## config.mk

```make
export PLATFORM = sky130hd
export DESIGN_NAME = modbus_rtu_slave_frame_handler_top
export DESIGN_NICKNAME = d
export VERILOG_FILES = /design/src/rtl/core/mbrtu_pkg.sv /design/src/rtl/core/modbus_rtu_slave_frame_handler_top.sv
export SDC_FILE = /design/constraint.sdc
export NUM_CORES = 1
export LEC_CHECK = 0
export BUFFER_PORTS_ARGS = -buffer_cell sky130_fd_sc_hd__buf_2
export CORE_MARGIN = 1.5
export CORE_UTILIZATION = 35
export CTS_BUF_LIST = sky130_fd_sc_hd__clkbuf_4 sky130_fd_sc_hd__clkbuf_8
export CTS_CLUSTER_DIAMETER = 200
export DETAILED_ROUTE_END_ITERATION = 8
export SYNTH_ARGS = -nofsm -noshare
export SYNTH_HDL_FRONTEND = slang
export SYNTH_SLANG_ARGS = --single-unit
```

## constraint.sdc

```tcl
create_clock -name clk -period 3.01 [get_ports clk]
set_input_delay 0.301 -clock clk [delete_from_list [all_inputs] [get_ports clk]]
set_output_delay 0.301 -clock clk [all_outputs]
set_load 0.005 [all_outputs]
```

## src/rtl/core/mbrtu_pkg.sv

```systemverilog
`default_nettype none

package mbrtu_pkg;

  localparam int BUF_DEPTH = 32;
  localparam int IDX_W     = $clog2(BUF_DEPTH);
  localparam int LEN_W     = $clog2(BUF_DEPTH + 1);

  localparam int PADDR_W   = 3;
  localparam int PDATA_W   = 32;
  localparam logic REG_NODE_ADDRESS = 1'b0;

  localparam logic OP_BYTE = 1'b0;
  localparam logic OP_TICK = 1'b1;

  localparam logic [1:0] PH_IDLE    = 2'd0;
  localparam logic [1:0] PH_RECV    = 2'd1;
  localparam logic [1:0] PH_TIMEOUT = 2'd2;

  localparam logic [15:0] CRC_INIT = 16'hFFFF;
  localparam logic [15:0] CRC_POLY = 16'hA001;

  localparam logic [7:0] FN_READ_HOLDING = 8'h03;
  localparam logic [7:0] REG_BYTE        = 8'h01;
  localparam logic [7:0] CNT_BYTE        = 8'h01;
  localparam logic [7:0] ERR_BYTE        = 8'hEE;
  localparam logic [7:0] TAIL_BYTE       = 8'h00;

  localparam int HDR_ADDR_1 = 1;
  localparam int HDR_ADDR_2 = 2;
  localparam int HDR_ADDR_4 = 4;

  function automatic logic [15:0] crc16_byte(input logic [15:0] crc, input logic [7:0] b);
    logic [15:0] c;
    c = crc ^ {8'h00, b};
    for (int k = 0; k < 8; k++) begin
      c = c[0] ? ((c >> 1) ^ CRC_POLY) : (c >> 1);
    end
    return c;
  endfunction

endpackage

`default_nettype wire

```

## src/rtl/core/modbus_rtu_slave_frame_handler_top.sv

```systemverilog
`default_nettype none

// Modbus RTU slave frame handler. A byte request (opcode 0) is written to
// the frame store while it has room. A tick request (opcode 1) ends the
// frame: the first tick after the last byte marks the timeout, the next one
// processes the frame. Processing walks the frame store (separate read and
// write ports), one stored byte per cycle unless the output register is held:
// one read launch, four header reads (bytes 0, 1, 2 and 4), then the echo of
// frame_length bytes with the CRC-16 folded in as they pass, then 0xEE on a
// CRC error or the five-byte reply on a match. A frame whose address does
// not match ends after the first header read; a held output register
// stalls the output. in_ready is high only while no frame is being
// processed. The store is read as zeros until an entry has been written
// since reset.

module modbus_rtu_slave_frame_handler_top (
  input  wire logic                            clk,
  input  wire logic                            rst,

  input  wire logic                            in_valid,
  output logic                                 in_ready,
  input  wire logic                            opcode,
  input  wire logic [7:0]                      rx_byte,
  input  wire logic [7:0]                      humidity,

  output logic                                 out_valid,
  input  wire logic                            out_ready,
  output logic [7:0]                           tx_byte,
  output logic                                 last_of_run,

  input  wire logic                            psel,
  input  wire logic                            penable,
  input  wire logic                            pwrite,
  input  wire logic [mbrtu_pkg::PADDR_W-1:0]   paddr,
  input  wire logic [mbrtu_pkg::PDATA_W-1:0]   pwdata,
  output logic [mbrtu_pkg::PDATA_W-1:0]        prdata,
  output logic                                 pready
);

  localparam logic [2:0] S_IDLE  = 3'd0;
  localparam logic [2:0] S_HDR   = 3'd1;
  localparam logic [2:0] S_ECHO  = 3'd2;
  localparam logic [2:0] S_ERR   = 3'd3;
  localparam logic [2:0] S_REPLY = 3'd4;

  localparam int IDX_W = mbrtu_pkg::IDX_W;
  localparam int LEN_W = mbrtu_pkg::LEN_W;

  // config
  logic [7:0] node_address;

  assign pready = 1'b1;

  always_ff @(posedge clk) begin
    if (rst) begin
      node_address <= '0;
    end else if (psel && penable && pwrite && pready &&
                 paddr[2] == mbrtu_pkg::REG_NODE_ADDRESS) begin
      node_address <= pwdata[7:0];
    end
  end

  always_comb begin
    prdata = '0;
    if (paddr[2] == mbrtu_pkg::REG_NODE_ADDRESS) begin
      prdata = {{(mbrtu_pkg::PDATA_W-8){1'b0}}, node_address};
    end
  end

  // frame store
  logic [7:0]           mem [mbrtu_pkg::BUF_DEPTH];
  logic [mbrtu_pkg::BUF_DEPTH-1:0] mem_vld;
  logic                 mem_we;
  logic [IDX_W-1:0]     mem_waddr;
  logic [7:0]           mem_wdata;
  logic                 mem_re;
  logic [IDX_W-1:0]     mem_raddr;
  logic [7:0]           rd_raw;
  logic                 rd_vld;
  logic [7:0]           rd_data;

  always_ff @(posedge clk) begin
    if (mem_we) begin
      mem[mem_waddr] <= mem_wdata;
    end
    if (mem_re) begin
      rd_raw <= mem[mem_raddr];
    end
  end

  // entries never written read as zero
  always_ff @(posedge clk) begin
    if (rst) begin
      mem_vld <= '0;
      rd_vld  <= 1'b0;
    end else begin
      if (mem_we) begin
        mem_vld[mem_waddr] <= 1'b1;
      end
      if (mem_re) begin
        rd_vld <= mem_vld[mem_raddr];
      end
    end
  end

  assign rd_data = rd_vld ? rd_raw : 8'h00;

  // control
  logic [2:0]       state, state_next;
  logic [1:0]       phase, phase_next;
  logic [LEN_W-1:0] len, len_next;
  logic [IDX_W-1:0] idx, idx_next;
  logic [1:0]       hdr, hdr_next;
  logic [2:0]       rep, rep_next;
  logic [15:0]      crc, crc_next;
  logic [7:0]       hum, hum_next;
  logic [7:0]       b0, b0_next;
  logic [7:0]       b1, b1_next;
  logic [7:0]       b2, b2_next;
  logic [7:0]       b4, b4_next;

  logic             out_free;
  logic             out_load;
  logic [7:0]       out_byte;
  logic             out_last;
  logic [15:0]      crc_upd;
  logic [LEN_W-1:0] wr_pos;
  logic             reply_match;

  assign in_ready    = (state == S_IDLE);
  assign out_free    = !out_valid || out_ready;
  assign crc_upd     = mbrtu_pkg::crc16_byte(crc, rd_data);
  assign wr_pos      = (phase == mbrtu_pkg::PH_IDLE) ? '0 : len;
  assign reply_match = (b1 == mbrtu_pkg::FN_READ_HOLDING) && (b2 == mbrtu_pkg::REG_BYTE) &&
                       (b4 == mbrtu_pkg::CNT_BYTE);

  always_comb begin
    state_next = state;
    phase_next = phase;
    len_next   = len;
    idx_next   = idx;
    hdr_next   = hdr;
    rep_next   = rep;
    crc_next   = crc;
    hum_next   = hum;
    b0_next    = b0;
    b1_next    = b1;
    b2_next    = b2;
    b4_next    = b4;
    mem_we     = 1'b0;
    mem_waddr  = '0;
    mem_wdata  = '0;
    mem_re     = 1'b0;
    mem_raddr  = '0;
    out_load   = 1'b0;
    out_byte   = '0;
    out_last   = 1'b0;

    unique case (state)
      S_IDLE: begin
        if (in_valid) begin
          if (opcode == mbrtu_pkg::OP_BYTE) begin
            phase_next = mbrtu_pkg::PH_RECV;
            len_next   = wr_pos;
            if (wr_pos < LEN_W'(mbrtu_pkg::BUF_DEPTH)) begin
              mem_we    = 1'b1;
              mem_waddr = wr_pos[IDX_W-1:0];
              mem_wdata = rx_byte;
              len_next  = wr_pos + LEN_W'(1);
            end
          end else begin
            unique case (phase)
              mbrtu_pkg::PH_RECV: begin
                phase_next = mbrtu_pkg::PH_TIMEOUT;
              end
              mbrtu_pkg::PH_TIMEOUT: begin
                phase_next = mbrtu_pkg::PH_IDLE;
                hum_next   = humidity;
                crc_next   = mbrtu_pkg::CRC_INIT;
                hdr_next   = '0;
                mem_re     = 1'b1;
                mem_raddr  = '0;
                state_next = S_HDR;
              end
              default: begin
                phase_next = mbrtu_pkg::PH_IDLE;
              end
            endcase
          end
        end
      end
      S_HDR: begin
        case (hdr)
          2'd0: begin
            if (rd_data != node_address) begin
              state_next = S_IDLE;
            end else begin
              b0_next   = rd_data;
              mem_re    = 1'b1;
              mem_raddr = IDX_W'(mbrtu_pkg::HDR_ADDR_1);
              hdr_next  = 2'd1;
            end
          end
          2'd1: begin
            b1_next   = rd_data;
            mem_re    = 1'b1;
            mem_raddr = IDX_W'(mbrtu_pkg::HDR_ADDR_2);
            hdr_next  = 2'd2;
          end
          2'd2: begin
            b2_next   = rd_data;
            mem_re    = 1'b1;
            mem_raddr = IDX_W'(mbrtu_pkg::HDR_ADDR_4);
            hdr_next  = 2'd3;
          end
          default: begin
            b4_next    = rd_data;
            mem_re     = 1'b1;
            mem_raddr  = '0;
            idx_next   = '0;
            state_next = S_ECHO;
          end
        endcase
      end
      S_ECHO: begin
        if (out_free) begin
          out_load = 1'b1;
          out_byte = rd_data;
          crc_next = crc_upd;
          if (LEN_W'(idx) == len - LEN_W'(1)) begin
            if (crc_upd != 16'h0000) begin
              state_next = S_ERR;
            end else if (reply_match) begin
              rep_next   = '0;
              state_next = S_REPLY;
            end else begin
              out_last   = 1'b1;
              state_next = S_IDLE;
            end
          end else begin
            mem_re    = 1'b1;
            mem_raddr = idx + IDX_W'(1);
            idx_next  = idx + IDX_W'(1);
          end
        end
      end
      S_ERR: begin
        if (out_free) begin
          out_load   = 1'b1;
          out_byte   = mbrtu_pkg::ERR_BYTE;
          out_last   = 1'b1;
          state_next = S_IDLE;
        end
      end
      S_REPLY: begin
        if (out_free) begin
          out_load  = 1'b1;
          rep_next  = rep + 3'd1;
          mem_waddr = IDX_W'(rep);
          case (rep)
            3'd0: out_byte = b0;
            3'd1: out_byte = b1;
            3'd2: begin
              out_byte = mbrtu_pkg::REG_BYTE;
              mem_we   = 1'b1;
            end
            3'd3: begin
              out_byte = hum;
              mem_we   = 1'b1;
            end
            default: begin
              out_byte   = mbrtu_pkg::TAIL_BYTE;
              mem_we     = 1'b1;
              out_last   = 1'b1;
              state_next = S_IDLE;
            end
          endcase
          mem_wdata = out_byte;
        end
      end
      default: begin
        state_next = S_IDLE;
      end
    endcase
  end

  always_ff @(posedge clk) begin
    if (rst) begin
      state     <= S_IDLE;
      phase     <= mbrtu_pkg::PH_IDLE;
      len       <= '0;
      idx       <= '0;
      hdr       <= '0;
      rep       <= '0;
      out_valid <= 1'b0;
    end else begin
      state <= state_next;
      phase <= phase_next;
      len   <= len_next;
      idx   <= idx_next;
      hdr   <= hdr_next;
      rep   <= rep_next;
      if (out_load) begin
        out_valid <= 1'b1;
      end else if (out_ready) begin
        out_valid <= 1'b0;
      end
    end
  end

  always_ff @(posedge clk) begin
    crc <= crc_next;
    hum <= hum_next;
    b0  <= b0_next;
    b1  <= b1_next;
    b2  <= b2_next;
    b4  <= b4_next;
    if (out_load) begin
      tx_byte     <= out_byte;
      last_of_run <= out_last;
    end
  end

  a_len_bound: assert property (@(posedge clk) disable iff (rst)
    len <= LEN_W'(mbrtu_pkg::BUF_DEPTH))
    else $error("frame length beyond store depth");

  a_we_when: assert property (@(posedge clk) disable iff (rst)
    mem_we |-> (state == S_IDLE || state == S_REPLY))
    else $error("store written outside byte intake or reply");

  a_no_overrun: assert property (@(posedge clk) disable iff (rst)
    out_load |-> (!out_valid || out_ready))
    else $error("output register overwritten");

  a_proc_phase: assert property (@(posedge clk) disable iff (rst)
    (state != S_IDLE) |-> (phase == mbrtu_pkg::PH_IDLE))
    else $error("frame processed while phase not idle");

  a_echo_len: assert property (@(posedge clk) disable iff (rst)
    (state == S_ECHO) |-> (len != '0))
    else $error("echo of empty frame");

endmodule

`default_nettype wire
```

### After elaboration in Yosys (flattened, before gate mapping)

Memory sizes are Yosys's and may differ from the RTL's. A register that Yosys moved wholly into a read port is not among the register bits.
Cells that the tools add are included.

| storage, ports and cells | value |
|---|---|
| flip-flop bits (word level) | 128 |
| word-level logic and storage cells | 206 |
| input port bits | 59 |
| bits in writable memories | 256 |
| output and inout port bits | 44 |
| memories kept | 1 |

Memories:

| memory | depth | bits a word | read ports | clocked after memory_dff | wr ports | line | source |
|---|---|---|---|---|---|---|---|
| mem | 32 | 8 | 1 | 1 | 1 | modbus_rtu_slave_frame_handler_top.sv:71 | `logic [7:0] mem [mbrtu_pkg::BUF_DEPTH];` |

| operators by class | value |
|---|---|
| multiplexer cells | 98 |
| add/subtract/negate cells | 4 |
| eq/ne operators | 32 |
| order comparisons | 4 |
| bitwise operators | 14 |
| reduce and logical (&&, ||, !) cells | 35 |

Operators by type and width:

| operator | number |
|---|---|
| $mux W16 | 12 |
| $mux W8 | 8 |
| $mux W3 | 17 |
| $mux W5 | 8 |
| $or A32 B32 Y32 | 1 |
| $pmux W16 S2 | 1 |
| $pmux W8 S4 | 1 |
| $pmux W5 S2 | 3 |
| $mux W1 | 27 |
| $not A2 Y3 | 8 |
| $pmux W8 S3 | 1 |
| $ne A2 B2 Y1 const B | 11 |
| $eq A8 B1 Y1 const B | 2 |
| $pmux W8 S2 | 1 |
| $reduce_bool A16 Y1 | 1 |
| $xor A16 B8 Y16 | 1 |
| $pmux W3 S5 | 1 |
| $pmux W5 S3 | 1 |
| $eq A3 B2 Y1 const B | 4 |
| $lt A5 B6 Y1 const B | 2 |
| $mux W2 | 6 |
| $mux W6 | 2 |
| $pmux W3 S2 | 2 |
| $reduce_and A6 Y1 | 2 |
| other kinds (37) | 64 |

### Longest topological paths before layout

| logic depth | value |
|---|---|
| word-level depth | 23 |
| depth in mapped cells | 15 |
| mapped depth without buffers | 14 |

### Worst setup path after synthesis

OpenSTA, ideal clock, no wires.

| path | value |
|---|---|
| path type | reg-to-reg |
| start | reg state[2] |
| end | mem mem[0][4], data pin |
| buffers on the path | 2 |
| required time | 2.556 ns |
| arrival time | 2.843 ns |
| period minus slack after synthesis | 3.297 ns |
| slack | -0.287 ns |
| library setup time | 0.454 ns |
| stages on the path, launching flop included | 7 |
| cells stage by stage | dfxtp_1 -> clkbuf_1 -> nand2_1 -> nor2_1 -> nand2_1 -> clkbuf_1 -> o21ai_0 |

| on the way | value |
|---|---|
| cells in the longest elaborated chain, start to end | 2 |
| elaborated cells between the ends (all ways) | 3 |
| classes of those cells | 1 x eq/ne; 1 x mux; 1 x reduce/logical |

Ends and longest elaborated chain:

| element | line | source |
|---|---|---|
| start, declared | modbus_rtu_slave_frame_handler_top.sv:109 | `logic [2:0] state, state_next;` |
| start signal, assigned | modbus_rtu_slave_frame_handler_top.sv:297 | `state <= state_next;` |
| $eq A3 B3 Y1 / $logic_not A3 Y1 (equally long branches) | modbus_rtu_slave_frame_handler_top.sv:159 | `unique case (state)` |
| $pmux W8 S2 * | modbus_rtu_slave_frame_handler_top.sv:159 |  |
| via mem_wdata[4] | modbus_rtu_slave_frame_handler_top.sv:75 | `logic [7:0] mem_wdata;` |
| end, declared | modbus_rtu_slave_frame_handler_top.sv:71 |  |

Mark *: on every way through the listed nets, which the timed path passes. The rest lies on a longest branch.

### Final worst setup path

| path | value |
|---|---|
| start | reg rd_raw[1], read port of mem |
| end | reg rd_raw[3], read port of mem, data pin |

| on the way | value |
|---|---|
| cells in the longest elaborated chain, start to end | 5 |
| elaborated cells between the ends (all ways) | 8 |
| classes of those cells | 1 x eq/ne; 7 x mux |

Ends and longest elaborated chain:

| element | line | source |
|---|---|---|
| start, declared | modbus_rtu_slave_frame_handler_top.sv:78 | `logic [7:0] rd_raw;` |
| $mux W8 * | modbus_rtu_slave_frame_handler_top.sv:106 | `assign rd_data = rd_vld ? rd_raw : 8'h00;` |
| $ne A8 B8 Y1 * | modbus_rtu_slave_frame_handler_top.sv:195 | `if (rd_data != node_address) begin` |
| $mux W1 | modbus_rtu_slave_frame_handler_top.sv:195 |  |
| $pmux W5 S3 / $mux W1 (equally long branches) | modbus_rtu_slave_frame_handler_top.sv:193 | `case (hdr)` |
| $pmux W5 S2 / $pmux W1 S3 (equally long branches) | modbus_rtu_slave_frame_handler_top.sv:159 |  |

Every way passes the cells marked *; elsewhere a longest branch is shown, timed or not.
A chain may end at the register's enable or synchronous reset.

==> results.yml <==
outcome:
  outcome: "finished with violations"
  violations: "setup timing"
floorplanning:
  rows: 81
  chipHeight_um: 225
  initial_utilization_pct: 35.3
  die_x_um: 225
  dieArea_um2: 50700
  pin_count: 103
  fp.coreArea_um2: 48800
worst_hold_path:
  hold_class: "input pin to flip-flop"
logic_synthesis:
  synth_top_cell_by_area: "edfxtp_1"
  async_flop_share_pct: 0
  syn-cell-area_um2: 17300
  synth_area_leaders: "edfxtp_1 57%, dfxtp_1 7.3%, nand2_1 4.0%"
  avgSynthCellArea_um2: 11.8
  synthFlopType: "edfxtp_1"
  synthCells: 1457
  synth_seq_cells: 392
  yosysMostFrequentCell: "edfxtp_1"
  yosys_warnings: 0
  synth_top_cell_area_share_pct: 57.2
  synthTopCellsByCount: "329 x edfxtp_1, 184 x nand2_1, 119 x nor2_1, 109 x a21oi_1, 98 x nand3_1"
  synth_edf_count: 329
  ys_types: 75
  ys_seq_area_share_pct: 64.5
power_and_ir_drop:
  peakVddDrop_mv: 0.285
  powerDensity_nw_per_um2: 540
  power.leakage_nw: 8.17
  power_mw: 12.1
critical_path:
  critical_path_peak_fanout: 11
  cp_top_family: "compound AO/OA/AOI/OAI gates"
  max_stage_delay_ns: 0.54
  crit_top_cell: "buf_12"
  worstPathArrival_ns: 3.65
  critPathBufInv: 3
  start_kind: "flip-flop"
  path_cells: "a21o_1 -> a2111oi_4 -> o2111a_2 -> nand4_4 -> clkinv_4 -> buf_12 -> buf_12 -> o21ai_0 -> nand3_2 -> o211ai_1 -> a22o_1 -> a31oi_2"
  worst_path_max_delay_cell: "edfxtp_1"
  crit_path_end_kind: "flip-flop"
  crit_required_ns: 3.43
  worstSetupPathType: "flip-flop to flip-flop"
sta:
  period_share_pct: 107
  rsz0062_at_grt: "yes"
  worst_slack_ns: -0.225
  worst_pin_slew_ns: 0.825
  max_freq_ghz: 0.309
  hold_viol: 0
  setup_viol: 13
  slew_headroom_pct: 45.0
  clock_skew_ns: 0.0403
  fin_crit_ns: 3.24
  final_max_slew_viol_count: 0
global_route:
  grt_use_total_pct: 18.7
  grt_max_degree: 41
  grt_pass1_vias: 12454
  overflow: 0
  antenna_found_initial: 0
  grt_pass1_wl_um: 71300
cts:
  root_buffer: "clkbuf_8"
  clk_pin_slew_ns: 0.06
  cts_buffers: 67
  tritoncts: "yes"
  cts_sinks: 392
  clock_path_buffers: 3
  h-tree-depth: 3
  worstSkewPairLatency_ns: 0.63
placement:
  place_congestion: 0.851
  portBuffers: 51
  dp_hpwl_um: 31100
  placedCellCount: 2283
routing:
  drt_pass1_iterations: 6
  drc: 0
  finalWirelength_um: 49100
  vias_per_cell: 5.22
  vias: 12902
  ant_nets: 0
  dr.first_iter.drc_count: 936
  wire_per_inst_um: 19.9
cells_and_area:
  areaGrowthSynthToFinish_pct: 29.5
  final_layout_size_suffix_gt1_share_pct: 28.5
  fillers: 4438
  stdcell_count: 2470
  antenna_cells: 0
  fin_nets: 1831
flow_run:
  max-cap-violations: 0
per-layer routing:
layer	share of wire, %	GRT usage [%]
met5	0	0
met4	2.9	7.66
met3	7.1	4.12
met2	49	31.1
met1	41	23.5
area by class of cell:
type	count	area [um^2]	area share (%)
well taps	664	831	3.72
inverters	20	80.1	0.358
clock inverters	27	163	0.728
repair buffers	317	2930	13.1
flip-flops and latches	392	11100	49.9
multi-input cells	959	6070	27.1
clock buffers	91	1140	5.10
kinds of logic after synthesis:
logic type	after synthesis	share of synthesized area, %
AOI/OAI and AO/OA	319	11.8
adders and majority gates	15	1.09
buffers and inverters	129	3.89
other	2	0.0435
and+or+nand+nor	516	14.0
DFF	392	64.5
xor gates and xnor gates	37	1.88
muxes	47	2.73
timing repair:
item | in CTS | in global routing
setup endpoints to repair | 15 | 206
cloned | 3 | 8
hold buffers | 16 | 0
buffers inserted | 24 | 29
resized for setup | 39 | 95
pin swaps | 33 | 72
hold endpoints to repair | 16 | 0
worst reg2reg max path: stages, from the launching register on:
cell	delay, ns
edfxtp_1	0.54
a21o_1	0.26
a2111oi_4	0.34
o2111a_2	0.27
nand4_4	0.18
clkinv_4	0.13
buf_12	0.14
buf_12	0.14
o21ai_0	0.16
nand3_2	0.13
o211ai_1	0.16
a22o_1	0.33
a31oi_2	0.24
worst paths after layout:
kind | startpoint | end | slack (ns) | cells past startpoint
worst max-delay path | rd_raw[1]$_DFFE_PP_ | rd_raw[3]$_DFFE_PP_ | -0.23 | 12
worst min-delay path | opcode | len[0]$_SDFFE_PP0P_ | 0.05 | 3
worst max register to register | rd_raw[1]$_DFFE_PP_ | rd_raw[3]$_DFFE_PP_ | -0.23 | 12
worst min register to register | mem_vld[14]$_SDFFE_PP0P_ | mem_vld[14]$_SDFFE_PP0P_ | 0.47 | 2
per-stage QoR:
step | hold WS (ns) | util [%] | setup WS (ns) | instance area [um^2] | setup TNS [ns]
finish | 0.0504 | 45.8 | -0.225 | 22300 | -0.991
global route | 0.0304 | 45.8 | -0.359 | 22300 | -3.51
CTS | 0.00653 | 44.1 | -0.114 | 21500 | -0.415
detailed placement | 0.457 | 40.2 | -0.425 | 19600 | -2.40
global placement | 0.447 | 40.2 | -0.425 | 19600 | -2.22
floorplan | 0.400 | - | -0.287 | 17300 | -63.92
report_power, final:
part,switching [mW],internal (mW)
combinational,0.745,0.659
sequential,0.0332,5.92
clock,2.16,2.55
layout by cell type (no fill, tap or decap), types with 12 or more instances in the layout:
master / count
buf_6: 13
clkinv_1: 14
ha_1: 14
a21oi_1: 95
dfxtp_1: 61
conb_1: 25
buf_12: 30
clkbuf_4: 18
clkbuf_8: 73
nor3_1: 12
xnor2_1: 18
edfxtp_1: 329
inv_1: 18
dlygate4sd3_1: 16
mux2i_1: 42
o211ai_1: 29
a21oi_2: 15
a31oi_1: 12
nand2_1: 174
a22o_1: 12
buf_4: 193
nor2_1: 118
buf_2: 51
nand4_1: 20
nand3_1: 90
nor2b_1: 16
o21ai_0: 61
xor2_1: 14
registers in the layout (all words and copies together) (netlist names), 8 cells and up:
register      cells
b2                8
rd_raw            8
mem             256
mem_vld          32
b1                8
node_address      8
tx_byte           8
hum               8
b4                8
b0                8
crc              16
(Power assumes the default switching activity.)
